### src/hdl/grm_pkg.sv
// Package for the grid ray march wall column core: item structs, codes,
// the quarter-wave sine table and the sine lookup functions.
// No dependencies.
package grm_pkg;

    localparam logic [1:0] KIND_CELL    = 2'd0;
    localparam logic [1:0] KIND_PALETTE = 2'd1;
    localparam logic [1:0] KIND_CAST    = 2'd2;

    localparam logic [1:0] HIT_WALL     = 2'd0;
    localparam logic [1:0] HIT_LEFT_MAP = 2'd1;
    localparam logic [1:0] HIT_NONE     = 2'd2;

    localparam logic [1:0] CFG_POS_X       = 2'd0;
    localparam logic [1:0] CFG_POS_Y       = 2'd1;
    localparam logic [1:0] CFG_STEP_LEN    = 2'd2;
    localparam logic [1:0] CFG_VIEW_HEIGHT = 2'd3;

    localparam logic [7:0]  STEP_LEN_RESET    = 8'd20;
    localparam logic [10:0] VIEW_HEIGHT_RESET = 11'd512;
    localparam logic [11:0] HEIGHT_SAT        = 12'd4095;
    localparam logic [15:0] DIST_SAT          = 16'hFFFF;

    localparam logic [14:0] QUARTER_TABLE [33] = '{
        15'd0,     15'd804,   15'd1606,  15'd2404,  15'd3196,  15'd3981,  15'd4756,
        15'd5520,  15'd6270,  15'd7005,  15'd7723,  15'd8423,  15'd9102,  15'd9760,
        15'd10394, 15'd11003, 15'd11585, 15'd12140, 15'd12665, 15'd13160, 15'd13623,
        15'd14053, 15'd14449, 15'd14811, 15'd15137, 15'd15426, 15'd15679, 15'd15893,
        15'd16069, 15'd16207, 15'd16305, 15'd16364, 15'd16384
    };

    typedef struct packed {
        logic [1:0]  kind;
        logic [7:0]  cell_index;
        logic [3:0]  cell_code;
        logic [3:0]  palette_index;
        logic [31:0] palette_color;
        logic [11:0] ray_angle;
    } in_item_t;

    typedef struct packed {
        logic [1:0]         hit_kind;
        logic [15:0]        distance;
        logic [3:0]         wall_code;
        logic [31:0]        wall_color;
        logic signed [11:0] wall_top;
        logic [11:0]        wall_height;
    } out_item_t;

    typedef struct packed {
        logic       en;
        logic [7:0] index;
        logic [3:0] code;
    } map_wr_t;

    typedef struct packed {
        logic clearing;
        logic done;
    } march_stat_t;

    typedef struct packed {
        logic [1:0]  hit_kind;
        logic [15:0] distance;
        logic [3:0]  wall_code;
    } march_res_t;

    typedef struct packed {
        logic        neg;
        logic [14:0] mag;
    } trig_t;

    typedef enum logic [1:0] {
        M_IDLE,
        M_TRIG,
        M_INC,
        M_RUN
    } march_state_t;

    typedef enum logic [1:0] {
        T_IDLE,
        T_MARCH,
        T_DIV,
        T_OUT
    } core_state_t;

    function automatic logic [14:0] quarter_sine(input logic [10:0] q);
        logic [4:0]  k;
        logic [4:0]  f;
        logic [14:0] t0;
        logic [14:0] t1;
        logic [9:0]  dlt;
        logic [14:0] prod;
        logic [14:0] val;
        k    = q[9:5];
        f    = q[4:0];
        t0   = QUARTER_TABLE[{1'b0, k}];
        t1   = QUARTER_TABLE[{1'b0, k} + 6'd1];
        dlt  = 10'(t1 - t0);
        prod = {5'd0, dlt} * {10'd0, f};
        if (q[10]) begin
            val = 15'd16384;
        end else begin
            val = t0 + {5'd0, prod[14:5]};
        end
        return val;
    endfunction

    function automatic trig_t binary_sine(input logic [11:0] a);
        logic [10:0] q;
        trig_t       t;
        q     = a[10] ? (11'd1024 - {1'b0, a[9:0]}) : {1'b0, a[9:0]};
        t.mag = quarter_sine(q);
        t.neg = a[11] && (t.mag != 15'd0);
        return t;
    endfunction

endpackage

### src/hdl/grm_div.sv
// Restoring divider, one quotient bit per cycle, for the wall column height.
// Depends on nothing but its ports.
module grm_div (
    input  logic        aclk,
    input  logic        aresetn,
    input  logic        start,
    input  logic [21:0] dividend,
    input  logic [15:0] divisor,
    output logic        done,
    output logic [21:0] quotient
);

    localparam logic [4:0] LAST_BIT = 5'd21;

    logic        busy_reg;
    logic        done_reg;
    logic [4:0]  cnt_reg;
    logic [15:0] rem_reg;
    logic [21:0] quo_reg;
    logic [15:0] dvs_reg;

    logic [16:0] trial;
    logic        ge;
    logic [16:0] rem_next;

    always_comb begin
        trial    = {rem_reg, quo_reg[21]};
        ge       = trial >= {1'b0, dvs_reg};
        rem_next = ge ? (trial - {1'b0, dvs_reg}) : trial;
    end

    always_ff @(posedge aclk) begin
        if (!aresetn) begin
            busy_reg <= 1'b0;
            done_reg <= 1'b0;
            cnt_reg  <= '0;
        end else begin
            done_reg <= busy_reg && (cnt_reg == LAST_BIT);
            if (start) begin
                busy_reg <= 1'b1;
                cnt_reg  <= '0;
            end else if (busy_reg) begin
                cnt_reg <= cnt_reg + 5'd1;
                if (cnt_reg == LAST_BIT) begin
                    busy_reg <= 1'b0;
                end
            end
        end
    end

    always_ff @(posedge aclk) begin
        if (start) begin
            rem_reg <= '0;
            quo_reg <= dividend;
            dvs_reg <= divisor;
        end else if (busy_reg) begin
            rem_reg <= rem_next[15:0];
            quo_reg <= {quo_reg[20:0], ge};
        end
    end

    assign done     = done_reg;
    assign quotient = quo_reg;

endmodule

### src/hdl/grm_march.sv
// Ray march engine: wall map memory with its clearing pass, sine setup and
// the step pipeline (point, map read, resolve). Uses grm_pkg.
module grm_march import grm_pkg::*; #(
    parameter int GRID_SIDE = 16,
    parameter int MAX_STEPS = 2048
) (
    input  logic        aclk,
    input  logic        aresetn,
    input  map_wr_t     map_wr,
    input  logic        start,
    input  logic [11:0] ray_angle,
    input  logic [15:0] pos_x,
    input  logic [15:0] pos_y,
    input  logic [7:0]  step_len,
    output march_stat_t stat,
    output march_res_t  res
);

    localparam int MAP_CELLS = GRID_SIDE * GRID_SIDE;
    localparam int MAP_AW    = $clog2(MAP_CELLS);
    localparam int COL_W     = $clog2(GRID_SIDE);
    localparam int N_W       = $clog2(MAX_STEPS);
    localparam int LEN_W     = (N_W + 8 > 17) ? N_W + 8 : 17;
    localparam int M_W       = LEN_W + 15;
    localparam int OFF_W     = M_W - 14;
    localparam int P_W       = LEN_W + 3;
    localparam logic [M_W-1:0] NEG_BIAS = M_W'(16383);

    logic [3:0] map_mem [MAP_CELLS];

    march_state_t state_reg, state_next;
    logic do_trig, do_inc, run;

    logic              clr_reg;
    logic [MAP_AW-1:0] clr_cnt_reg;
    logic [11:0]       angle_reg;
    trig_t             sin_reg, cos_reg;
    logic [22:0]       incx_reg, incy_reg;
    logic [M_W-1:0]    mx_reg, my_reg;
    logic [LEN_W-1:0]  len_reg, maxlen_reg;
    logic [N_W-1:0]    n_reg;
    logic              issue_reg;

    logic [P_W-1:0]    px_reg, py_reg;
    logic [LEN_W-1:0]  lenp_reg;
    logic              lastp_reg, validp_reg;

    logic [3:0]        rd_reg;
    logic              oobb_reg, lastb_reg, validb_reg;
    logic [LEN_W-1:0]  lenb_reg;

    march_res_t        res_reg, res_next;
    logic              done_reg;

    logic [OFF_W-1:0]  off_x, off_y;
    logic [P_W-1:0]    px_a, py_a;
    logic              last_a;
    logic              oob_p;
    logic [COL_W-1:0]  col_p, row_p;
    logic [MAP_AW-1:0] rd_addr;
    logic              wr_en;
    logic [MAP_AW-1:0] wr_addr;
    logic [3:0]        wr_code;
    logic              finish;
    logic [LEN_W-1:0]  len_sel;

    always_comb begin
        state_next = state_reg;
        case (state_reg)
            M_IDLE: begin
                if (start) begin
                    state_next = M_TRIG;
                end
            end
            M_TRIG:  state_next = M_INC;
            M_INC:   state_next = M_RUN;
            M_RUN: begin
                if (finish) begin
                    state_next = M_IDLE;
                end
            end
            default: state_next = M_IDLE;
        endcase
    end

    always_comb begin
        do_trig = 1'b0;
        do_inc  = 1'b0;
        run     = 1'b0;
        case (state_reg)
            M_TRIG:  do_trig = 1'b1;
            M_INC:   do_inc  = 1'b1;
            M_RUN:   run     = 1'b1;
            default: begin
            end
        endcase
    end

    always_comb begin
        off_x  = mx_reg[M_W-1:14];
        off_y  = my_reg[M_W-1:14];
        px_a   = cos_reg.neg ? (P_W'(pos_x) - P_W'(off_x)) : (P_W'(pos_x) + P_W'(off_x));
        py_a   = sin_reg.neg ? (P_W'(pos_y) - P_W'(off_y)) : (P_W'(pos_y) + P_W'(off_y));
        last_a = n_reg == N_W'(MAX_STEPS - 1);

        oob_p = px_reg[P_W-1] || py_reg[P_W-1] ||
                ({7'd0, px_reg[P_W-2:11]} >= (P_W-5)'(GRID_SIDE)) ||
                ({7'd0, py_reg[P_W-2:11]} >= (P_W-5)'(GRID_SIDE));
        col_p   = px_reg[11+COL_W-1:11];
        row_p   = py_reg[11+COL_W-1:11];
        rd_addr = MAP_AW'(col_p) + MAP_AW'(MAP_AW'(row_p) * MAP_AW'(GRID_SIDE));

        wr_en   = clr_reg || (map_wr.en && ({24'd0, map_wr.index} < 32'(MAP_CELLS)));
        wr_addr = clr_reg ? clr_cnt_reg : MAP_AW'(map_wr.index);
        wr_code = clr_reg ? 4'd0 : map_wr.code;

        finish = run && validb_reg && (oobb_reg || (rd_reg != 4'd0) || lastb_reg);

        if (oobb_reg) begin
            res_next.hit_kind  = HIT_LEFT_MAP;
            res_next.wall_code = 4'd0;
            len_sel            = lenb_reg;
        end else if (rd_reg != 4'd0) begin
            res_next.hit_kind  = HIT_WALL;
            res_next.wall_code = rd_reg;
            len_sel            = lenb_reg;
        end else begin
            res_next.hit_kind  = HIT_NONE;
            res_next.wall_code = 4'd0;
            len_sel            = maxlen_reg;
        end
        res_next.distance = (|len_sel[LEN_W-1:16]) ? DIST_SAT : len_sel[15:0];
    end

    always_ff @(posedge aclk) begin
        if (wr_en) begin
            map_mem[wr_addr] <= wr_code;
        end
        rd_reg <= map_mem[rd_addr];
    end

    always_ff @(posedge aclk) begin
        if (!aresetn) begin
            state_reg   <= M_IDLE;
            clr_reg     <= 1'b1;
            clr_cnt_reg <= '0;
            issue_reg   <= 1'b0;
            validp_reg  <= 1'b0;
            validb_reg  <= 1'b0;
            done_reg    <= 1'b0;
        end else begin
            state_reg <= state_next;
            if (clr_reg) begin
                clr_cnt_reg <= clr_cnt_reg + MAP_AW'(1);
                if (clr_cnt_reg == MAP_AW'(MAP_CELLS - 1)) begin
                    clr_reg <= 1'b0;
                end
            end
            done_reg <= finish;
            if (do_inc) begin
                issue_reg <= 1'b1;
            end else if (finish || (issue_reg && last_a)) begin
                issue_reg <= 1'b0;
            end
            validp_reg <= run && issue_reg && !finish;
            validb_reg <= run && validp_reg && !finish;
        end
    end

    always_ff @(posedge aclk) begin
        if (start && (state_reg == M_IDLE)) begin
            angle_reg <= ray_angle;
        end
        if (do_trig) begin
            sin_reg <= binary_sine(angle_reg);
            cos_reg <= binary_sine(angle_reg + 12'd1024);
        end
        if (do_inc) begin
            incx_reg   <= {15'd0, step_len} * {8'd0, cos_reg.mag};
            incy_reg   <= {15'd0, step_len} * {8'd0, sin_reg.mag};
            mx_reg     <= cos_reg.neg ? NEG_BIAS : '0;
            my_reg     <= sin_reg.neg ? NEG_BIAS : '0;
            len_reg    <= '0;
            n_reg      <= '0;
            maxlen_reg <= LEN_W'(step_len) * LEN_W'(MAX_STEPS);
        end else if (run && issue_reg) begin
            mx_reg  <= mx_reg + M_W'(incx_reg);
            my_reg  <= my_reg + M_W'(incy_reg);
            len_reg <= len_reg + LEN_W'(step_len);
            n_reg   <= n_reg + N_W'(1);
        end
        if (run && issue_reg) begin
            px_reg    <= px_a;
            py_reg    <= py_a;
            lenp_reg  <= len_reg;
            lastp_reg <= last_a;
        end
        oobb_reg  <= oob_p;
        lenb_reg  <= lenp_reg;
        lastb_reg <= lastp_reg;
        if (finish) begin
            res_reg <= res_next;
        end
    end

    assign stat.clearing = clr_reg;
    assign stat.done     = done_reg;
    assign res           = res_reg;

`ifndef SYNTHESIS
    a_resolve_in_run: assert property (@(posedge aclk) disable iff (!aresetn)
        validb_reg |-> state_reg == M_RUN)
        else $error("map read result pending outside the march");
    a_clear_once: assert property (@(posedge aclk) disable iff (!aresetn)
        !clr_reg |=> !clr_reg)
        else $error("clearing pass restarted without reset");
    a_done_idle: assert property (@(posedge aclk) disable iff (!aresetn)
        done_reg |-> state_reg == M_IDLE && !validb_reg)
        else $error("march reported done while still running");
`endif

endmodule

### src/hdl/grid_ray_march_wall_column_core.sv
// Top level of the grid ray march wall column core: configuration registers,
// palette memory, sequencing and output register. Uses grm_pkg, grm_march, grm_div.
//
//   channel  ports                                   carries
//   input    s_valid, s_ready, s_data             in_item_t: map write, palette write, cast
//   result   m_valid, m_ready, m_data             out_item_t: one per cast
//   config   cfg_valid, cfg_ready, cfg_index, cfg_data   register writes, always ready
//
// A cast does one map read per march step in the march pipeline, with at most
// MAX_STEPS steps, plus sine setup, pipeline drain and the divider.
// After reset a clearing pass zeroes all GRID_SIDE * GRID_SIDE cells of the wall
// map; no transaction is taken on the input channel until it ends.
// A stalled result transaction holds the finished item in the output register; a
// following cast waits in T_OUT, with s_ready low, until the result is taken.
module grid_ray_march_wall_column_core import grm_pkg::*; #(
    parameter int GRID_SIDE     = 16,
    parameter int MAX_STEPS     = 2048,
    parameter int PALETTE_DEPTH = 16
) (
    input  logic        aclk,
    input  logic        aresetn,
    input  logic        s_valid,
    output logic        s_ready,
    input  in_item_t    s_data,
    output logic        m_valid,
    input  logic        m_ready,
    output out_item_t   m_data,
    input  logic        cfg_valid,
    output logic        cfg_ready,
    input  logic [1:0]  cfg_index,
    input  logic [15:0] cfg_data
);

    localparam int PAL_AW = (PALETTE_DEPTH > 1) ? $clog2(PALETTE_DEPTH) : 1;

    logic [31:0] pal_mem [PALETTE_DEPTH];

    core_state_t state_reg, state_next;

    logic [15:0] pos_x_reg, pos_y_reg;
    logic [7:0]  step_len_reg;
    logic [10:0] view_height_reg;

    logic        s_accept;
    logic        cast_start;
    logic        pal_wr;
    map_wr_t     map_wr;
    march_stat_t mstat;
    march_res_t  mres;
    march_res_t  res_reg;
    logic [31:0] pal_rd_reg;

    logic        div_start;
    logic        div_done;
    logic [21:0] quotient;

    logic        out_load;
    logic        m_valid_reg;
    out_item_t   m_data_reg;
    out_item_t   out_next;
    logic        color_ok;
    logic [11:0] height;
    logic [12:0] diff;

    assign cfg_ready = 1'b1;

    always_ff @(posedge aclk) begin
        if (!aresetn) begin
            pos_x_reg       <= '0;
            pos_y_reg       <= '0;
            step_len_reg    <= STEP_LEN_RESET;
            view_height_reg <= VIEW_HEIGHT_RESET;
        end else if (cfg_valid) begin
            case (cfg_index)
                CFG_POS_X:       pos_x_reg       <= cfg_data;
                CFG_POS_Y:       pos_y_reg       <= cfg_data;
                CFG_STEP_LEN:    step_len_reg    <= cfg_data[7:0];
                CFG_VIEW_HEIGHT: view_height_reg <= cfg_data[10:0];
                default: begin
                end
            endcase
        end
    end

    always_comb begin
        state_next = state_reg;
        case (state_reg)
            T_IDLE: begin
                if (cast_start) begin
                    state_next = T_MARCH;
                end
            end
            T_MARCH: begin
                if (mstat.done) begin
                    state_next = T_DIV;
                end
            end
            T_DIV: begin
                if (div_done) begin
                    state_next = T_OUT;
                end
            end
            T_OUT: begin
                if (out_load) begin
                    state_next = T_IDLE;
                end
            end
            default: state_next = T_IDLE;
        endcase
    end

    always_comb begin
        s_ready   = 1'b0;
        div_start = 1'b0;
        out_load  = 1'b0;
        case (state_reg)
            T_IDLE:  s_ready   = !mstat.clearing;
            T_MARCH: div_start = mstat.done;
            T_OUT:   out_load  = !m_valid_reg || m_ready;
            default: begin
            end
        endcase
    end

    always_comb begin
        s_accept     = s_valid && s_ready;
        cast_start   = s_accept && (s_data.kind == KIND_CAST);
        map_wr.en    = s_accept && (s_data.kind == KIND_CELL);
        map_wr.index = s_data.cell_index;
        map_wr.code  = s_data.cell_code;
        pal_wr       = s_accept && (s_data.kind == KIND_PALETTE) &&
                       (9'(s_data.palette_index) < 9'(PALETTE_DEPTH));

        color_ok = (res_reg.hit_kind == HIT_WALL) &&
                   (9'(res_reg.wall_code) < 9'(PALETTE_DEPTH));
        if ((res_reg.distance == 16'd0) || (|quotient[21:12])) begin
            height = HEIGHT_SAT;
        end else begin
            height = quotient[11:0];
        end
        diff = {2'b00, view_height_reg} - {1'b0, height};

        out_next.hit_kind    = res_reg.hit_kind;
        out_next.distance    = res_reg.distance;
        out_next.wall_code   = res_reg.wall_code;
        out_next.wall_color  = color_ok ? pal_rd_reg : 32'd0;
        out_next.wall_top    = diff[12:1];
        out_next.wall_height = height;
    end

    always_ff @(posedge aclk) begin
        if (pal_wr) begin
            pal_mem[PAL_AW'(s_data.palette_index)] <= s_data.palette_color;
        end
        pal_rd_reg <= pal_mem[PAL_AW'(res_reg.wall_code)];
    end

    always_ff @(posedge aclk) begin
        if (!aresetn) begin
            state_reg   <= T_IDLE;
            m_valid_reg <= 1'b0;
        end else begin
            state_reg <= state_next;
            if (out_load) begin
                m_valid_reg <= 1'b1;
            end else if (m_ready) begin
                m_valid_reg <= 1'b0;
            end
        end
    end

    always_ff @(posedge aclk) begin
        if (mstat.done) begin
            res_reg <= mres;
        end
        if (out_load) begin
            m_data_reg <= out_next;
        end
    end

    grm_march #(
        .GRID_SIDE (GRID_SIDE),
        .MAX_STEPS (MAX_STEPS)
    ) u_march (
        .aclk      (aclk),
        .aresetn   (aresetn),
        .map_wr    (map_wr),
        .start     (cast_start),
        .ray_angle (s_data.ray_angle),
        .pos_x     (pos_x_reg),
        .pos_y     (pos_y_reg),
        .step_len  (step_len_reg),
        .stat      (mstat),
        .res       (mres)
    );

    grm_div u_div (
        .aclk     (aclk),
        .aresetn  (aresetn),
        .start    (div_start),
        .dividend ({view_height_reg, 11'd0}),
        .divisor  (mres.distance),
        .done     (div_done),
        .quotient (quotient)
    );

    assign m_valid = m_valid_reg;
    assign m_data  = m_data_reg;

`ifndef SYNTHESIS
    a_done_in_march: assert property (@(posedge aclk) disable iff (!aresetn)
        mstat.done |-> state_reg == T_MARCH)
        else $error("march result arrived with no cast in flight");
    a_miss_clean: assert property (@(posedge aclk) disable iff (!aresetn)
        m_valid_reg && (m_data_reg.hit_kind != HIT_WALL) |->
            (m_data_reg.wall_code == 4'd0) && (m_data_reg.wall_color == 32'd0))
        else $error("non-wall result carries a wall code or color");
`endif

endmodule
### config.mk
export PLATFORM = sky130hd
export DESIGN_NAME = grid_ray_march_wall_column_core
export DESIGN_NICKNAME = d
export VERILOG_FILES = /design/src/hdl/grm_pkg.sv /design/src/hdl/grm_div.sv /design/src/hdl/grm_march.sv /design/src/hdl/grid_ray_march_wall_column_core.sv
export SDC_FILE = /design/constraint.sdc
export NUM_CORES = 2
export LEC_CHECK = 0
export ABC_CLOCK_PERIOD_IN_PS = 9850
export BUFFER_PORTS_ARGS = -buffer_cell sky130_fd_sc_hd__buf_2
export CAP_MARGIN = 15
export CORE_UTILIZATION = 57
export DETAILED_ROUTE_END_ITERATION = 10
export GPL_ROUTABILITY_DRIVEN = 0
export GPL_TIMING_DRIVEN = 0
export PLACE_DENSITY = 0.76
export SLEW_MARGIN = 20
export SYNTH_ARGS = -nofsm -noshare
export SYNTH_HDL_FRONTEND = slang
export SYNTH_SLANG_ARGS = --single-unit
### constraint.sdc
create_clock -name aclk -period 9.85 [get_ports aclk]
set_clock_uncertainty 0.05 [all_clocks]
set_input_delay 0.4925 -clock aclk [delete_from_list [all_inputs] [get_ports aclk]]
set_output_delay 0.4925 -clock aclk [all_outputs]
set_load 0.02 [all_outputs]
# After elaboration in Yosys (flattened, before gate mapping)
# Memory sizes are Yosys's and may differ from the RTL's. A register that Yosys moved wholly into a read port is not among the register bits.
# Cells that the tools add are included.
dict set report word_totals {
  ram_bits 1536
  out_inout_bits 81
  word_cells 223
  rom_bits 3840
  register_bits 533
  n_memories 6
}
# name words width rd rd_clocked_by_memory_dff write_ports line
set memory_table {}
lappend memory_table {u_march.map_mem 256 4 1 1 1 grm_march.sv:29} ;# logic [3:0] map_mem [MAP_CELLS];
lappend memory_table {{(no name shown)} 64 15 1 0 0 grm_pkg.sv:96} ;# t0 = QUARTER_TABLE[{1'b0, k}];
lappend memory_table {{(no name shown)} 64 15 1 0 0 grm_pkg.sv:97} ;# t1 = QUARTER_TABLE[{1'b0, k} + 6'd1];
lappend memory_table {{(no name shown)} 64 15 1 0 0 grm_pkg.sv:97}
lappend memory_table {{(no name shown)} 64 15 1 0 0 grm_pkg.sv:96}
lappend memory_table {pal_mem 16 32 1 1 1 grid_ray_march_wall_column_core.sv:36} ;# logic [31:0] pal_mem [PALETTE_DEPTH];
dict set report op_classes {
  muxes 57
  n_lt_le_gt_ge 7
  mul 4
  n_bitwise 6
  n_reduce_logical 50
  n_addsub 22
  eq_ne 20
}
# operator n
set ops {}
lappend ops {{$mux 34} 4}
lappend ops {{$mux 15} 8}
lappend ops {{$mux 22} 4}
lappend ops {{$add 34x23->34} 2}
lappend ops {{$mul 8x15->23} 2}
lappend ops {{$add 16x20->21} 2}
lappend ops {{$sub 16x20->21} 2}
lappend ops {{$mux 10} 4}
lappend ops {{$mux 19} 2}
lappend ops {{$add 15x10->15} 2}
lappend ops {{$mul 10x5->15} 2}
lappend ops {{$reduce_bool 15->1} 2}
lappend ops {{$ge 7x7->1 const B} 4}
lappend ops {{$mux 14} 2}
lappend ops {{$mux 11} 2}
lappend ops {{$sub 11x10->11 const A} 2}
lappend ops {{$ge 10x5->1 const B} 2}
lappend ops {{$sub 10x10->10} 2}
lappend ops {{$add 19x8->19} 1}
lappend ops {{$mux 1} 19}
lappend ops {{$ge 17x16->1} 1}
lappend ops {{$logic_not 16->1} 1}
lappend ops {{$mux 16} 1}
lappend ops {{$pmux 2 s4} 2}
lappend ops {{33 further kinds} 91}

# Depth between registers and ports, before layout
dict set report depth {
  ltp_word 15
  depth_mapped 48
  mapped_depth_nobuf 45
}

# By module
# Synthesis repeated with hierarchy kept, for this count alone.
dict set report unflattened {
  cells_unflattened 6700
  area_unflattened_um2 99490.4
}
# module n_inst area_each_um2 cells_per_inst seq_area_each_um2
set modules_own_cells {}
lappend modules_own_cells {grm_march 1 70014.6 5076 39057.5}
lappend modules_own_cells {grid_ray_march_wall_column_core 1 26016.2 1298 20099.3}
lappend modules_own_cells {grm_div 1 3459.6 326 1601.5}

# Worst setup path before layout
# OpenSTA, ideal clock, no wires.
dict set report synth_timing {
  path_type {flip-flop to flip-flop}
  start {reg u_march.angle_reg[0]}
  end {reg u_march.cos_reg[15] in the netlist's numbering (data pin)}
  period_less_slack_ns 10.843
  path_stages_with_launch 46
  path_buffers 5
  path_slack_ns -0.993
  t_arrival_ns 10.534
  path_cell_list {edfxtp_1 > inv_1 > clkbuf_1 > ha_1 > nor3b_1 > a31oi_1 > nand2_1 > clkbuf_1 > ha_1 > clkbuf_1 > inv_1 > ha_1 > clkbuf_1 > clkbuf_1 > nor3_1 > a21oi_1 > o21ai_0 > a211oi_1 > [10 not listed] > fa_1 > inv_1 > ha_1 > or3_1 > o211a_1 > o21a_1 > o21a_1 > o21a_1 > nor2_1 > ha_1 > or2_2 > a21oi_1 > nor2b_1 > xnor2_1 > nor2_1 > or4b_1 > or4_1 > o31a_1}
}
dict set report synth_between {
  elab_chain_cells 15
  word_cells_on_any_way 19
  classes_between {add/sub: 5; mul: 1; mux: 7; bitwise: 2; reduce/logical: 2; memory: 2}
}
# item line
set synth_lines {}
lappend synth_lines {{from (decl)} grm_march.sv:36} ;# logic [11:0] angle_reg;
lappend synth_lines {{from (signal assigned)} grm_march.sv:172} ;# angle_reg <= ray_angle;
lappend synth_lines {{$add 12x11->12 (*)} grm_march.sv:176} ;# cos_reg <= binary_sine(angle_reg + 12'd1024);
lappend synth_lines {{$sub 11x10->11} grm_pkg.sv:111} ;# q = a[10] ? (11'd1024 - {1'b0, a[9:0]}) : {1'b0, a[9:0]};
lappend synth_lines {{$mux 11} grm_pkg.sv:111}
lappend synth_lines {{$add 5x1->6} grm_pkg.sv:97}
lappend synth_lines {{$not 6->7 (not written as such)} grm_pkg.sv:97}
lappend synth_lines {{$mem_v2 64x15} --}
lappend synth_lines {{$mux 10 (not written as such) (2 in series)} grm_pkg.sv:97}
lappend synth_lines {{$sub 10x10->10} grm_pkg.sv:98} ;# dlt = 10'(t1 - t0);
lappend synth_lines {{$mul 10x5->15} grm_pkg.sv:99} ;# prod = {5'd0, dlt} * {10'd0, f};
lappend synth_lines {{$add 15x10->15} grm_pkg.sv:103} ;# val = t0 + {5'd0, prod[14:5]};
lappend synth_lines {{$mux 15} grm_pkg.sv:100} ;# if (q[10]) begin
lappend synth_lines {{$mux 15} grm_march.sv:174} ;# if (do_trig) begin
lappend synth_lines {{$reduce_bool 15->1} grm_pkg.sv:113} ;# t.neg = a[11] && (t.mag != 15'd0);
lappend synth_lines {{$logic_and 1x1->1 (*)} grm_pkg.sv:113}
lappend synth_lines {{to (signal assigned)} grm_march.sv:176}
lappend synth_lines {{to (decl)} grm_march.sv:37} ;# trig_t sin_reg, cos_reg;
# Mark *: on every way between the ends. The rest lies on a longest branch, timed or not. The select of a mux whose other input is x is not followed.
# A chain may end at the register's enable or synchronous reset.

# Worst setup path in the final report
dict set report layout_timing {
  start {reg u_march.angle_reg[0]}
  end {reg u_march.sin_reg[15] in the netlist's numbering (data pin)}
}
dict set report layout_between {
  elab_chain_cells 14
  word_cells_on_any_way 18
  classes_between {add/sub: 4; mul: 1; mux: 7; bitwise: 2; reduce/logical: 2; memory: 2}
}
# item line
set layout_lines {}
lappend layout_lines {{$sub 11x10->11} grm_pkg.sv:111}
lappend layout_lines {{$mux 11 (*)} grm_pkg.sv:111}
lappend layout_lines {{$add 5x1->6} grm_pkg.sv:97}
lappend layout_lines {{$not 6->7 (not written as such)} grm_pkg.sv:97}
lappend layout_lines {{$mem_v2 64x15} --}
lappend layout_lines {{$mux 10 (not written as such) (2 in series)} grm_pkg.sv:97}
lappend layout_lines {{$sub 10x10->10} grm_pkg.sv:98}
lappend layout_lines {{$mul 10x5->15} grm_pkg.sv:99}
lappend layout_lines {{$add 15x10->15} grm_pkg.sv:103}
lappend layout_lines {{$mux 15 (*)} grm_pkg.sv:100}
lappend layout_lines {{$mux 15 (*)} grm_march.sv:174}
lappend layout_lines {{$reduce_bool 15->1 (*)} grm_pkg.sv:113}
lappend layout_lines {{$logic_and 1x1->1 (*)} grm_pkg.sv:113}
lappend layout_lines {{to (signal assigned)} grm_march.sv:175} ;# sin_reg <= binary_sine(angle_reg);
lappend layout_lines {{to (decl)} grm_march.sv:37}
# Marked as above.

==> results by stage <==
Finish:
- Leaving out fill and tap cells, the most frequent cell in the layout is edfxtp_1.
- In the final layout, the share of cells above drive strength 1 is 0.207.
- The synthesis-to-finish area growth is 15.9%.
- The multi-input combinational cell area is 0.0365 mm².
- The register with the most flip-flops in the layout has 1024 of them.
- The post-layout net count is 7829.
- The sequential cells in the finished layout cover a total of 0.0606 mm².
- The filler cell count is 11000.
- The final non-filler cell total is 9680.
- In the layout the commonest cells are edfxtp_1 (1893), nor2_1 (608), mux4_2 (502).

Synth:
- Yosys mapped a number of flops with a built-in enable equal to 1893.
- Of the post-synthesis cell area, the part taken by muxes is 0.119.
- Of the post-synthesis cell area, the dominant cell type holds 0.579.
- Of the total synthesized cell area, the portion taken by AND, OR, NAND and NOR gates is 0.0781.
- Of the total synthesized cell area, the portion taken by XOR and XNOR cells is 0.0209.
- The dominant register cell in the synthesized netlist is edfxtp_1.
- A synthesized cell averages 15.0 µm².
- Synthesis produced 6565 cells.
- The main combinational cell family by area after synthesis is multiplexers.
- The number of distinct library cell variants in the gate-level netlist after synthesis is 93.
- In the post-synthesis netlist, the biggest area contributors are edfxtp_1 (58%), mux4_2 (12%), ha_1 (4.5%).
- Counting every net in the synthesized netlist gives 7215.
- The synthesized-area fraction occupied by ao, oa, aoi and oai cells is 0.0507.
- The count of synthesis-stage warnings from yosys is 0.
- The post-synthesis adder-cell area fraction is 0.0881.
- The share of the yosys chip area belonging to registers is 0.617.
- The fraction of synthesis flops using an asynchronous set or reset pin is 0.
- The synthesized design spends more area on one cell type than any other, namely edfxtp_1.
- The flop and latch count out of synthesis is 2083.
- The netlist area before placement is 0.0983 mm².

STA:
- The pin slew with the least headroom to its limit is 1.19 ns.
- Setup violations remaining at the end of the flow were counted as 0.
- The count of pins over their slew limit came to 0.
- Setup slack closes at 0.00693 ns.
- The worst pin sits at a relative slew slack of 0.210.
- Dividing the final minimum period by the clock period gives 0.999.
- The highest clock rate is 0.102 GHz.
- Subtracting the final worst setup slack from the clock period gives 9.84 ns.
- The final hold violation count is 0.
- Setup repair after global routing could not meet its margin everywhere.

GRT:
- The overflow left after global routing is 0.
- The number of global-route vias before repair is 60600.
- For this run, the total global-route usage over all layers was measured as 0.294.
- The number of antenna violations at the first check in global routing is 15.
- The maximum number of pins on one net before global-route repair is 56.
- The first global-routing pass estimated 379000 µm of wire.

Pwr:
- In this run the static leakage power is 40.1 nW.
- In this run the power spent charging and discharging nets is 4.80 mW.
- The share of total power dissipated in sequential elements is 0.493.
- The power per unit of standard cell area is 176 mW/mm².
- The maximum ir drop on the vdd rail is 0.000164 V.
- Cell internal power was estimated by the tool at 15.2 mW.
- Of the total power, the share spent switching nets is 0.240.
- The clock network fraction of total power is 0.405.
- The combinational share of power is 0.102.

Worst setup path:
- The peak fanout along the critical path is 6.
- The cell with the most instances on the worst path is a21oi_2.
- The largest incremental delay on the critical path is 0.65 ns.
- Data on the critical path arrives at its endpoint at 10.35 ns.
- For the worst setup path, the data required time is 10.36 ns.
- The endpoint class of the critical path is a register.
- The worst setup path is of the register to register kind.
- The cell with the largest stage delay on the worst path is or4_4.
- STA classifies the critical path startpoint as a register.

Die:
- The die extent in x is 417 µm.
- The initial core utilization is 0.573.
- The core box area is 0.171 mm².
- The floorplan die height is 417 µm.
- In this run the count of I/O pins placed on the die edge is 166.
- The area of the die is 0.174 mm².
- The standard-cell row count is 152.

Detailed routing:
- After detailed routing, the average wire length per cell comes to 26.7 µm.
- Dividing the detail-routed via count by the number of cells gives 6.29.
- The routed wire length is 258000 µm.
- The remaining antenna violation count is 0.
- Across all layers, the routed design uses 60900 vias.
- In the routed design, unresolved DRC markers number 0.
- The first TritonRoute pass finished after 6 iterations.
- The detailed router finished its first iteration with 7820 violations.

Placed design:
- The HPWL after detailed placement is 168000 µm.
- The number of cells after detailed placement is 9114.
- The quantity of I/O buffers inserted on ports is 162.
- The pre-CTS setup slack is -1.98 ns.

Clocking:
- TritonCTS built the clock tree.
- The number of buffers inserted during clock tree synthesis is 198.
- After clock tree synthesis, the clock-pin slew on the worst setup and hold paths is 0.07 ns.
- The number of H-tree levels is 4.
- The cell sitting at the root of the clock tree is a clkbuf_16.
- In this run the deepest clock path goes through 3 buffers.
- The later pin in the worst-skew pair is clocked with a latency of 0.86 ns.
- Clock tree synthesis found a total of 2083 sinks.

Min path:
- The path class of the lowest-slack min-delay path is input port to register.

Status:
- The run finished with clean final reports.

Run:
- The number of maximum-capacitance constraint violations is 0.
final timing paths:
| path | startpoint | end | slack [ns] | cells after the start |
|---|---|---|---|---|
| max | u_march.angle_reg[0] | u_march.sin_reg[15] | 0.007 | 45 |
| min | s_data[44] | pal_mem[4][10] | 0.05 | 2 |
| max reg2reg | u_march.angle_reg[0] | u_march.sin_reg[15] | 0.007 | 45 |
| min reg2reg | u_march.lenp_reg[14] | u_march.lenb_reg[14] | 0.29 | 0 |
power by group through the flow:
stage | combinational (mW) | sequential, mW | clock, mW
2_1_floorplan | 1.45 | 9.99 | 0
3_3_place_gp | 1.88 | 10.0 | 0
3_5_place_dp | 1.96 | 10.0 | 0
4_1_cts | 2.02 | 9.85 | 8.14
5_1_grt | 2.29 | 9.86 | 8.48
6_report | 2.04 | 9.85 | 8.10
what timing repair did:
item,4_1_cts,5_1_grt
setup endpoints to repair,23,11
gates resized for setup,175,169
hold endpoints to repair,577,0
hold buffers,63,0
cloned,0,0
setup buffers,55,69
pin swaps,73,100
metrics by stage:
| step | power [mW] | hold slack (ns) | setup TNS [ns] | utilization | instance area [µm²] |
|---|---|---|---|---|---|
| after floorplan | 11.4 | 0.273 | -0.00823 | - | 98300 |
| after global placement | 11.9 | 0.274 | -6243.06 | 0.595 | 102000 |
| after detailed placement | 12.0 | 0.277 | -22.26 | 0.606 | 104000 |
| after CTS | 20.0 | 0.00582 | -0.147 | 0.657 | 113000 |
| after global routing | 20.6 | 0.0470 | -0.673 | 0.665 | 114000 |
| final | 20.0 | 0.0515 | 0 | 0.665 | 114000 |
Yosys cell counts (22+ instances only):
cell	number
edfxtp_1	1893
nor2_1	636
mux4_2	502
nand2_1	465
inv_1	370
ha_1	354
a21oi_1	248
clkbuf_1	228
fa_1	211
dfxtp_1	190
and2_1	171
o21ai_0	159
xnor2_1	154
nor3_1	100
xor2_1	77
nand3_1	66
buf_1	57
nor2b_1	51
a21o_1	49
o21a_1	45
mux2i_1	37
or2_2	37
a211oi_1	34
nand2b_1	34
o21bai_1	26
nand4_1	24
a31oi_1	23
or3_1	22
layout make-up:
cell class | instances | area share
clock inverter | 121 | 0.0137
clock buffer | 255 | 0.0480
antenna | 15 | 0.000329
inverter | 378 | 0.0126
sequential | 2083 | 0.532
buffer | 282 | 0.0119
tap | 2310 | 0.0254
multi-input combinational | 3809 | 0.320
timing repair buffer | 427 | 0.0354
worst max-delay path, delay by kind of cell (launching register included):
family          cells  cell delay (ns)
compound gates     15             2.82
xor+xnor            3             0.59
fa+ha+maj           9             3.05
simple gates        9             1.74
buf+inv             9             0.81
flops               1             0.51
logic make-up after synthesis:
| kind of cell | count (synthesis) |
|---|---|
| flip-flops | 2083 |
| AND/OR/NAND/NOR | 1687 |
| AO/OA/AOI/OAI | 782 |
| buffers and inverters | 673 |
| adder cells (fa/ha/maj) | 565 |
| multiplexers | 541 |
| XOR/XNOR | 233 |
| other | 1 |
metal layers:
| metal | part of all wire | track usage | vias up | wire [µm] |
|---|---|---|---|---|
| met5 | 0 | 0 | - | 0 |
| met4 | 0.049 | 0.128 | 0 | 12600 |
| met3 | 0.097 | 0.0593 | 772 | 25000 |
| met2 | 0.49 | 0.486 | 3763 | 126000 |
| met1 | 0.37 | 0.378 | 30500 | 94400 |
| li1 | - | - | 25800 | - |
Note: power is estimated with default switching activity, not from simulation.
